[src/hw/rtl/bde_pkg.sv]
`timescale 1ns / 1ps

package bde_pkg;

  // Button bank size and field widths
  localparam int NUM_BUTTONS = 6;
  localparam int CODE_W      = 3;
  localparam int THRESH_W    = 16;
  localparam int CFG_IDX_W   = 1;

  // Configuration register indexes
  localparam logic [CFG_IDX_W-1:0] REG_PRESS_THRESHOLD   = 1'b0;
  localparam logic [CFG_IDX_W-1:0] REG_RELEASE_THRESHOLD = 1'b1;

  // Reset value of both thresholds
  localparam logic [THRESH_W-1:0] THRESH_RESET = 16'd50;

  // Thresholds handed to every cell
  typedef struct packed {
    logic [THRESH_W-1:0] press;
    logic [THRESH_W-1:0] release_th;
  } bde_thresh_t;

endpackage

[src/hw/rtl/bde_in_if.sv]
`timescale 1ns / 1ps

interface bde_in_if;
  logic                            valid;
  logic                            ready;
  logic [bde_pkg::NUM_BUTTONS-1:0] raw_levels;
  logic                            detect_rising;

  modport source (output valid, output raw_levels, output detect_rising, input ready);
  modport sink   (input valid, input raw_levels, input detect_rising, output ready);
endinterface

[src/hw/rtl/bde_out_if.sv]
`timescale 1ns / 1ps

interface bde_out_if;
  logic                            valid;
  logic                            ready;
  logic [bde_pkg::CODE_W-1:0]      button_code;
  logic [bde_pkg::NUM_BUTTONS-1:0] edge_mask;
  logic [bde_pkg::NUM_BUTTONS-1:0] debounced_levels;

  modport source (output valid, output button_code, output edge_mask,
                  output debounced_levels, input ready);
  modport sink   (input valid, input button_code, input edge_mask,
                  input debounced_levels, output ready);
endinterface

[src/hw/rtl/button_debounce_edge_detect_unit.sv]
`timescale 1ns / 1ps

// Channel | Dir | Payload                                        | Handshake
// in_ch   | in  | raw_levels[5:0], detect_rising                 | valid/ready
// out_ch  | out | button_code[2:0], edge_mask[5:0], debounced_levels[5:0] | valid/ready
// cfg_*   | in  | cfg_index (0 press, 1 release), cfg_wdata[15:0] | cfg_we
//
// One item per cycle while the output is not stalled; its result is registered and shows in the cycle after acceptance.
// All buttons update in the same cycle, the code ripples along the row of cells.
// rst_n is synchronous; thresholds reset to 50, buttons to released.
// in_ch.ready stays high while the output register is empty or being taken.
module button_debounce_edge_detect_unit #(
  parameter int TIMER_BITS = 16
) (
  input  logic                          clk,
  input  logic                          rst_n,
  bde_in_if.sink                        in_ch,
  bde_out_if.source                     out_ch,
  input  logic                          cfg_we,
  input  logic [bde_pkg::CFG_IDX_W-1:0] cfg_index,
  input  logic [bde_pkg::THRESH_W-1:0]  cfg_wdata
);

  localparam int NB = bde_pkg::NUM_BUTTONS;

  bde_pkg::bde_thresh_t thresh_r;
  logic                          tick;
  logic [bde_pkg::CODE_W-1:0]    code_chain [NB+1];
  logic [NB-1:0]                 edge_vec, deb_vec;
  logic                          out_valid_r;
  logic [bde_pkg::CODE_W-1:0]    code_r;
  logic [NB-1:0]                 edge_r, deb_r;

  // Configuration registers
  always_ff @(posedge clk) begin
    if (!rst_n) begin
      thresh_r.press      <= bde_pkg::THRESH_RESET;
      thresh_r.release_th <= bde_pkg::THRESH_RESET;
    end else if (cfg_we) begin
      case (cfg_index)
        bde_pkg::REG_PRESS_THRESHOLD:   thresh_r.press      <= cfg_wdata;
        bde_pkg::REG_RELEASE_THRESHOLD: thresh_r.release_th <= cfg_wdata;
        default: ;
      endcase
    end
  end

  // Handshake: take an item whenever the output register frees up
  assign in_ch.ready = !out_valid_r || out_ch.ready;
  assign tick        = in_ch.valid && in_ch.ready;

  // Row of button cells
  assign code_chain[0] = '0;
  for (genvar i = 0; i < NB; i++) begin : g_cell
    bde_cell #(
      .TIMER_BITS (TIMER_BITS),
      .CELL_IDX   (i)
    ) u_cell (
      .clk           (clk),
      .rst_n         (rst_n),
      .tick          (tick),
      .lvl           (in_ch.raw_levels[i]),
      .detect_rising (in_ch.detect_rising),
      .thresh        (thresh_r),
      .code_in       (code_chain[i]),
      .code_out      (code_chain[i+1]),
      .edge_hit      (edge_vec[i]),
      .deb_out       (deb_vec[i])
    );
  end

  // Output register
  always_ff @(posedge clk) begin
    if (!rst_n) begin
      out_valid_r <= 1'b0;
    end else if (tick) begin
      out_valid_r <= 1'b1;
    end else if (out_ch.ready) begin
      out_valid_r <= 1'b0;
    end
  end

  always_ff @(posedge clk) begin
    if (tick) begin
      code_r <= code_chain[NB];
      edge_r <= edge_vec;
      deb_r  <= deb_vec;
    end
  end

  assign out_ch.valid            = out_valid_r;
  assign out_ch.button_code      = code_r;
  assign out_ch.edge_mask        = edge_r;
  assign out_ch.debounced_levels = deb_r;

endmodule

[src/hw/rtl/bde_cell.sv]
`timescale 1ns / 1ps

// One button: level tracker, saturating timer, debounced flag.
// Passes the highest-edge code on to the next cell.
module bde_cell #(
  parameter int TIMER_BITS = 16,
  parameter int CELL_IDX   = 0
) (
  input  logic                       clk,
  input  logic                       rst_n,
  input  logic                       tick,
  input  logic                       lvl,
  input  logic                       detect_rising,
  input  bde_pkg::bde_thresh_t       thresh,
  input  logic [bde_pkg::CODE_W-1:0] code_in,
  output logic [bde_pkg::CODE_W-1:0] code_out,
  output logic                       edge_hit,
  output logic                       deb_out
);

  localparam int CMP_W = (TIMER_BITS > bde_pkg::THRESH_W) ? TIMER_BITS : bde_pkg::THRESH_W;
  localparam logic [TIMER_BITS-1:0] TIMER_MAX = {TIMER_BITS{1'b1}};
  localparam logic [bde_pkg::CODE_W-1:0] MY_CODE = bde_pkg::CODE_W'(CELL_IDX + 1);

  logic                  last_raw_r, last_raw_nxt;
  logic [TIMER_BITS-1:0] timer_r, timer_nxt;
  logic                  deb_r, deb_nxt;
  logic [CMP_W-1:0]      timer_ext, press_ext, rel_ext;

  // Timer: clear on change, else count up and saturate
  always_comb begin
    last_raw_nxt = lvl;
    if (lvl != last_raw_r) begin
      timer_nxt = '0;
    end else if (timer_r != TIMER_MAX) begin
      timer_nxt = timer_r + 1'b1;
    end else begin
      timer_nxt = timer_r;
    end
  end

  assign timer_ext = CMP_W'(timer_nxt);
  assign press_ext = CMP_W'(thresh.press);
  assign rel_ext   = CMP_W'(thresh.release_th);

  // Debounced flag follows a level held beyond its threshold
  always_comb begin
    deb_nxt = deb_r;
    if (!last_raw_nxt) begin
      if (timer_ext > press_ext) begin
        deb_nxt = 1'b1;
      end
    end else begin
      if (timer_ext > rel_ext) begin
        deb_nxt = 1'b0;
      end
    end
  end

  assign edge_hit = detect_rising ? (!deb_r && deb_nxt) : (deb_r && !deb_nxt);
  assign deb_out  = deb_nxt;
  assign code_out = edge_hit ? MY_CODE : code_in;

  always_ff @(posedge clk) begin
    if (!rst_n) begin
      last_raw_r <= 1'b1;
      timer_r    <= '0;
      deb_r      <= 1'b0;
    end else if (tick) begin
      last_raw_r <= last_raw_nxt;
      timer_r    <= timer_nxt;
      deb_r      <= deb_nxt;
    end
  end

endmodule

[src/flat_wrapper.sv]
// flat-port wrapper written by rule: the top's interface ports become plain ports
module button_debounce_edge_detect_unit_flat 
#(
  parameter int TIMER_BITS = 16
)
  (clk, rst_n, cfg_we, cfg_index, cfg_wdata, in_ch_valid, in_ch_raw_levels, in_ch_detect_rising, in_ch_ready, out_ch_valid, out_ch_button_code, out_ch_edge_mask, out_ch_debounced_levels, out_ch_ready);
  bde_in_if in_ch_i ();
  bde_out_if out_ch_i ();
  input  logic clk;
  input  logic rst_n;
  input  logic cfg_we;
  input  logic [bde_pkg::CFG_IDX_W-1:0] cfg_index;
  input  logic [bde_pkg::THRESH_W-1:0] cfg_wdata;
  input wire logic [$bits(in_ch_i.valid)-1:0] in_ch_valid;
  input wire logic [$bits(in_ch_i.raw_levels)-1:0] in_ch_raw_levels;
  input wire logic [$bits(in_ch_i.detect_rising)-1:0] in_ch_detect_rising;
  output wire logic [$bits(in_ch_i.ready)-1:0] in_ch_ready;
  output wire logic [$bits(out_ch_i.valid)-1:0] out_ch_valid;
  output wire logic [$bits(out_ch_i.button_code)-1:0] out_ch_button_code;
  output wire logic [$bits(out_ch_i.edge_mask)-1:0] out_ch_edge_mask;
  output wire logic [$bits(out_ch_i.debounced_levels)-1:0] out_ch_debounced_levels;
  input wire logic [$bits(out_ch_i.ready)-1:0] out_ch_ready;
  assign in_ch_i.valid = in_ch_valid;
  assign in_ch_i.raw_levels = in_ch_raw_levels;
  assign in_ch_i.detect_rising = in_ch_detect_rising;
  assign in_ch_ready = in_ch_i.ready;
  assign out_ch_valid = out_ch_i.valid;
  assign out_ch_button_code = out_ch_i.button_code;
  assign out_ch_edge_mask = out_ch_i.edge_mask;
  assign out_ch_debounced_levels = out_ch_i.debounced_levels;
  assign out_ch_i.ready = out_ch_ready;
  button_debounce_edge_detect_unit #(.TIMER_BITS(TIMER_BITS)) u_core (.clk(clk), .rst_n(rst_n), .in_ch(in_ch_i), .out_ch(out_ch_i), .cfg_we(cfg_we), .cfg_index(cfg_index), .cfg_wdata(cfg_wdata));
endmodule
[config.mk]
export PLATFORM = sky130hd
export DESIGN_NAME = button_debounce_edge_detect_unit_flat
export DESIGN_NICKNAME = d
export VERILOG_FILES = /design/src/hw/rtl/bde_pkg.sv /design/src/hw/rtl/bde_in_if.sv /design/src/hw/rtl/bde_out_if.sv /design/src/hw/rtl/button_debounce_edge_detect_unit.sv /design/src/hw/rtl/bde_cell.sv /design/src/flat_wrapper.sv
export SDC_FILE = /design/constraint.sdc
export NUM_CORES = 1
export LEC_CHECK = 0
export BUFFER_PORTS_ARGS = -buffer_cell sky130_fd_sc_hd__clkbuf_2
export CORE_UTILIZATION = 50
export CTS_CLUSTER_DIAMETER = 150
export DETAILED_ROUTE_END_ITERATION = 10
export GPL_TIMING_DRIVEN = 0
export PLACE_DENSITY = 0.67
export SLEW_MARGIN = 40
export SYNTH_ARGS = -nofsm -noshare
export SYNTH_HDL_FRONTEND = slang
export SYNTH_SLANG_ARGS = --single-unit
export TNS_END_PERCENT = 30
[constraint.sdc]
create_clock -name clk -period 4.8 [get_ports clk]
set_input_delay 0.96 -clock clk [delete_from_list [all_inputs] [get_ports clk]]
set_output_delay 0.96 -clock clk [all_outputs]
set_load 0.005 [all_outputs]
==> Implementation_results.wiki <==
{| class="wikitable"
! Metric !! Value
|-
| Post-Layout Inst Area || 14200 sq um
|-
| Post-synth design cell area || ~13000 sq um
|-
| Final hold violations || 0
|-
| Hold Crit Class || reg -> reg
|-
| Final Skew || a little under 20 ps
|-
| Min cycle time layout || 4450 ps
|-
| Die Outline Area || around 26000 sq um
|-
| Register area share after synthesis || approximately a quarter
|-
| Distinct cell type count after synthesis || 76
|-
| Number of design-rule violations left by the first detailed-router iteration || roughly 1300
|-
| Via/cell ratio || ~6.3
|-
| Reg2reg path depth || 18
|-
| Maximum operating frequency || roughly 220 MHz
|-
| Net count reported at finish || about 1900
|-
| Post-Route Hold Slack || approximately 470 ps
|-
| Maximum count of clock buffers along a single path || 2
|-
| Wire length of the first global-routing pass || between 60000 and 70000 um
|-
| Worst vdd rail ir drop || roughly 0.00019 V
|-
| Number of synthesized register bits || 156
|-
| Maximum number of pins on one net before global-route repair || 19
|-
| Layout cell share with drive strength beyond 1 || between 8 and 9%
|-
| Storage element area || 3270 sq um
|-
| Kind of critical path || reg -> reg
|-
| Delay-heaviest family, CP || simple AND/OR/NAND/NOR gates
|-
| Number of antenna violations at the first check in global routing || 0
|-
| Estimated wirelength of the detail-placed design || about 32000 um
|-
| Buffers inserted by post-CTS timing repair || 0
|-
| Number of H-tree levels || 4
|-
| Count of port buffers added during placement || 44
|-
| Y dimension of the die || between 150 and 200 um
|-
| CP max FO || 8
|-
| Hold-fix buffers at CTS || 0
|-
| Power per cell area || about 240 nW/um^2
|-
| Number of instances in the synthesized netlist || roughly 1600
|-
| Number of nets produced by synthesis || 1840
|-
| Least-Margin Pin Slew || around 920 ps
|-
| Cell at the root of the clock tree || sky130_fd_sc_hd__clkbuf_16
|-
| Initial standard-cell utilization of the core || roughly half
|-
| CP Capture Type || flip-flop
|-
| Clock latency reported for the late side of the worst-skew pair || 460 ps
|-
| Drt wl/cell || ~23 um
|-
| Via Count || ~13000
|-
| Most used cell along the critical path || sky130_fd_sc_hd__nand4_1
|-
| DIE WIDTH || between 150 and 200 um
|-
| Number of clock sinks seen by CTS || around 160
|-
| Cells traversed along the worst timing path || ha_1, and4_1, nand4_1, or2_1, buf_2, nor3b_2, and3_1, xnor2_1, nor2_1, ha_1, nand4_1, nor4_1, nand4_1, nand2_1, a31o_2, mux2i_1, o211ai_1, o211a_1
|-
| Clock transition time at the flip-flop clock pins of the worst setup and hold paths || approximately 90 ps
|-
| Global-route usage over all layers || 35.2%
|-
| Clock tree from TritonCTS || done
|-
| Number of I/O pins || 46
|-
| Post-synth EDFFs || 15
|-
| Number of buffers added by the clock tree synthesis step || 17
|-
| Crit-path slowest cell || sky130_fd_sc_hd__nor4_1
|-
| Flip-flop cell with the highest count after synthesis || sky130_fd_sc_hd__dfxtp_1
|-
| Number of stages on the worst setup path || 18
|-
| Number of max-cap violations || 0
|-
| Gates resized, CTS repair || 0
|-
| Area growth from synthesis to final layout || 10.2%
|-
| Count of buffering cells on the critical path with inverters included || 1
|-
| Overall routed net length || approximately 46000 um
|-
| Leftover overflow at the end of global routing || 0
|-
| Instance area after placement || between 10000 and 15000 sq um
|-
| Critical path data arrival time || 4650 ps
|-
| Detailed-routing iteration count for the pre-antenna-repair pass || 6
|-
| Final Setup Violations || 0
|-
| Multi-input combinational cell area || about 9200 sq um
|-
| Filler cell count in the final layout || between 2000 and 2500
|-
| Final-report max-slew violation count || 0
|-
| Final antenna-violating net count || 0
|-
| Async set-or-reset flop fraction in the synthesized netlist || 0%
|-
| Required time of the critical path || around 5000 ps
|-
| Number of placement rows || 58
|-
| Startpoint type of the worst setup path || flip-flop
|-
| Mean instance size in the synthesized netlist || roughly 8 sq um
|-
| Leak pwr || 0.00599 uW
|-
| Placeable core region || 25300 sq um
|-
| Result of the run || completed
|-
| TNS Setup || 0 ps
|-
| Relative slew slack || between 30 and 40%
|-
| Hold Crit Depth || 2
|-
| Unrepaired setup endpoints after global routing || no
|-
| Total of warnings raised by yosys || 0
|-
| Via count of the first global-routing pass || roughly 12000
|-
| Detailed-route DRC error count || 0
|-
| Worst stage delay on the critical path || approximately 500 ps
|-
| Final worst-path cycle share || around 93%
|-
| Routability congestion estimate || ~1
|}
## state kept, by name, indices dropped and copies added, names as in the netlist
register,flops
u_core.g_cell.u_cell.deb_r,6
u_core.g_cell.u_cell.last_raw_r,6
u_core.g_cell.u_cell.timer_r,96
u_core.out_ch.button_code,3
u_core.out_ch.debounced_levels,6
u_core.out_ch.edge_mask,6
u_core.out_ch.valid,1
u_core.thresh_r,32
## final timing paths
kind | slack, ps | end | startpoint
worst max register to register | 350 | u_core.out_ch.button_code[0] | u_core.g_cell[1].u_cell.timer_r[0]
worst max-delay path | 350 | u_core.out_ch.button_code[0] | u_core.g_cell[1].u_cell.timer_r[0]
worst min-delay path | 470 | u_core.thresh_r[18] | u_core.thresh_r[18]
worst min register to register | 470 | u_core.thresh_r[18] | u_core.thresh_r[18]
## logic make-up (layout without fill, tap and decap cells)
family	after synthesis	after routing	share of synthesized area, %
compound gates	413	413	20.6
xor+xnor	77	77	5.22
fa+ha+maj	198	198	19.2
buf+inv	113	191	3.36
flops	156	156	25.4
mux	9	9	0.727
other cells	0	1	0
simple gates	647	647	25.6
## report_power, final
part | internal [uW] | switching, uW
Sequential | 1340 | 25.0
Combinational | 166 | 402
Clock | 704 | 731
## synthesized netlist by cell type (23+ instances only)
master	number	area share, %
sky130_fd_sc_hd__a21boi_0	63	3.7
sky130_fd_sc_hd__clkbuf_1	50	1.5
sky130_fd_sc_hd__nor3_1	23	0.89
sky130_fd_sc_hd__o21ai_0	60	2.3
sky130_fd_sc_hd__nor2_1	116	3.4
sky130_fd_sc_hd__nor2b_1	39	1.9
sky130_fd_sc_hd__inv_1	51	1.5
sky130_fd_sc_hd__nand2_1	212	6.2
sky130_fd_sc_hd__xnor2_1	28	1.9
sky130_fd_sc_hd__ha_1	198	19
sky130_fd_sc_hd__nand4_1	61	3.0
sky130_fd_sc_hd__dfxtp_1	141	22
sky130_fd_sc_hd__a21o_1	32	1.9
sky130_fd_sc_hd__a21oi_1	132	5.1
sky130_fd_sc_hd__nand3_1	77	3.0
sky130_fd_sc_hd__xor2_1	49	3.3
## per-stage QoR
stage	util [%]	setup WS [ps]	power, uW	std cells
2_1_floorplan	-	919	1710	1613
3_3_place_gp	53.6	76.0	1920	1987
3_5_place_dp	53.9	131	1940	1988
4_1_cts	56.2	459	3350	2020
5_1_grt	56.3	140	3450	2021
6_report	56.3	348	3370	2022
## layout make-up
| type | count | area share (%) |
|---|---|---|
| Inverter | 51 | 1.35 |
| Buffer | 62 | 1.85 |
| Clock buffer | 17 | 2.99 |
| Clock inverter | 15 | 1.17 |
| Antenna cell | 1 | 0.0176 |
| Tap cell | 330 | 2.90 |
| Multi-Input combinational cell | 1344 | 65.0 |
| Timing Repair Buffer | 46 | 1.71 |
| Sequential cell | 156 | 23.0 |
## placed cells by master (no fill, tap or decap), drive strengths merged, types with 11 or more instances in the layout
cell	Yosys	routed
nand2	212	212
ha	198	198
dfxtp	141	141
a21oi	133	133
nor2	116	116
clkbuf	50	111
nand3	79	79
a21boi	68	68
nand4	62	62
o21ai	62	62
inv	51	60
xor2	49	49
nor2b	40	40
a21o	32	32
xnor2	28	28
nor3	25	25
and3	22	22
o211ai	17	17
o31ai	16	16
edfxtp	15	15
and2	15	15
and4	14	14
or3	14	14
buf	12	14
a31oi	13	13
a211oi	13	13
a22oi	12	12
o21a	11	11
nand2b	11	11
## worst min-delay path, delay by kind of cell, from the launching register on
kind	cells	cell delay, ps
AO/OA/AOI/OAI	1	60
flip-flops	1	320
AND/OR/NAND/NOR	1	50
## layer usage
layer  vias to the layer above  track usage (%)  part of all wire [%]
li1                       6043                -                     -
met1                      6010             46.5                    43
met2                       607             52.8                    43
met3                       141             8.56                   9.2
met4                         0             18.8                   5.1
met5                         -                0                     0
Power figures use the tool's default switching activity.
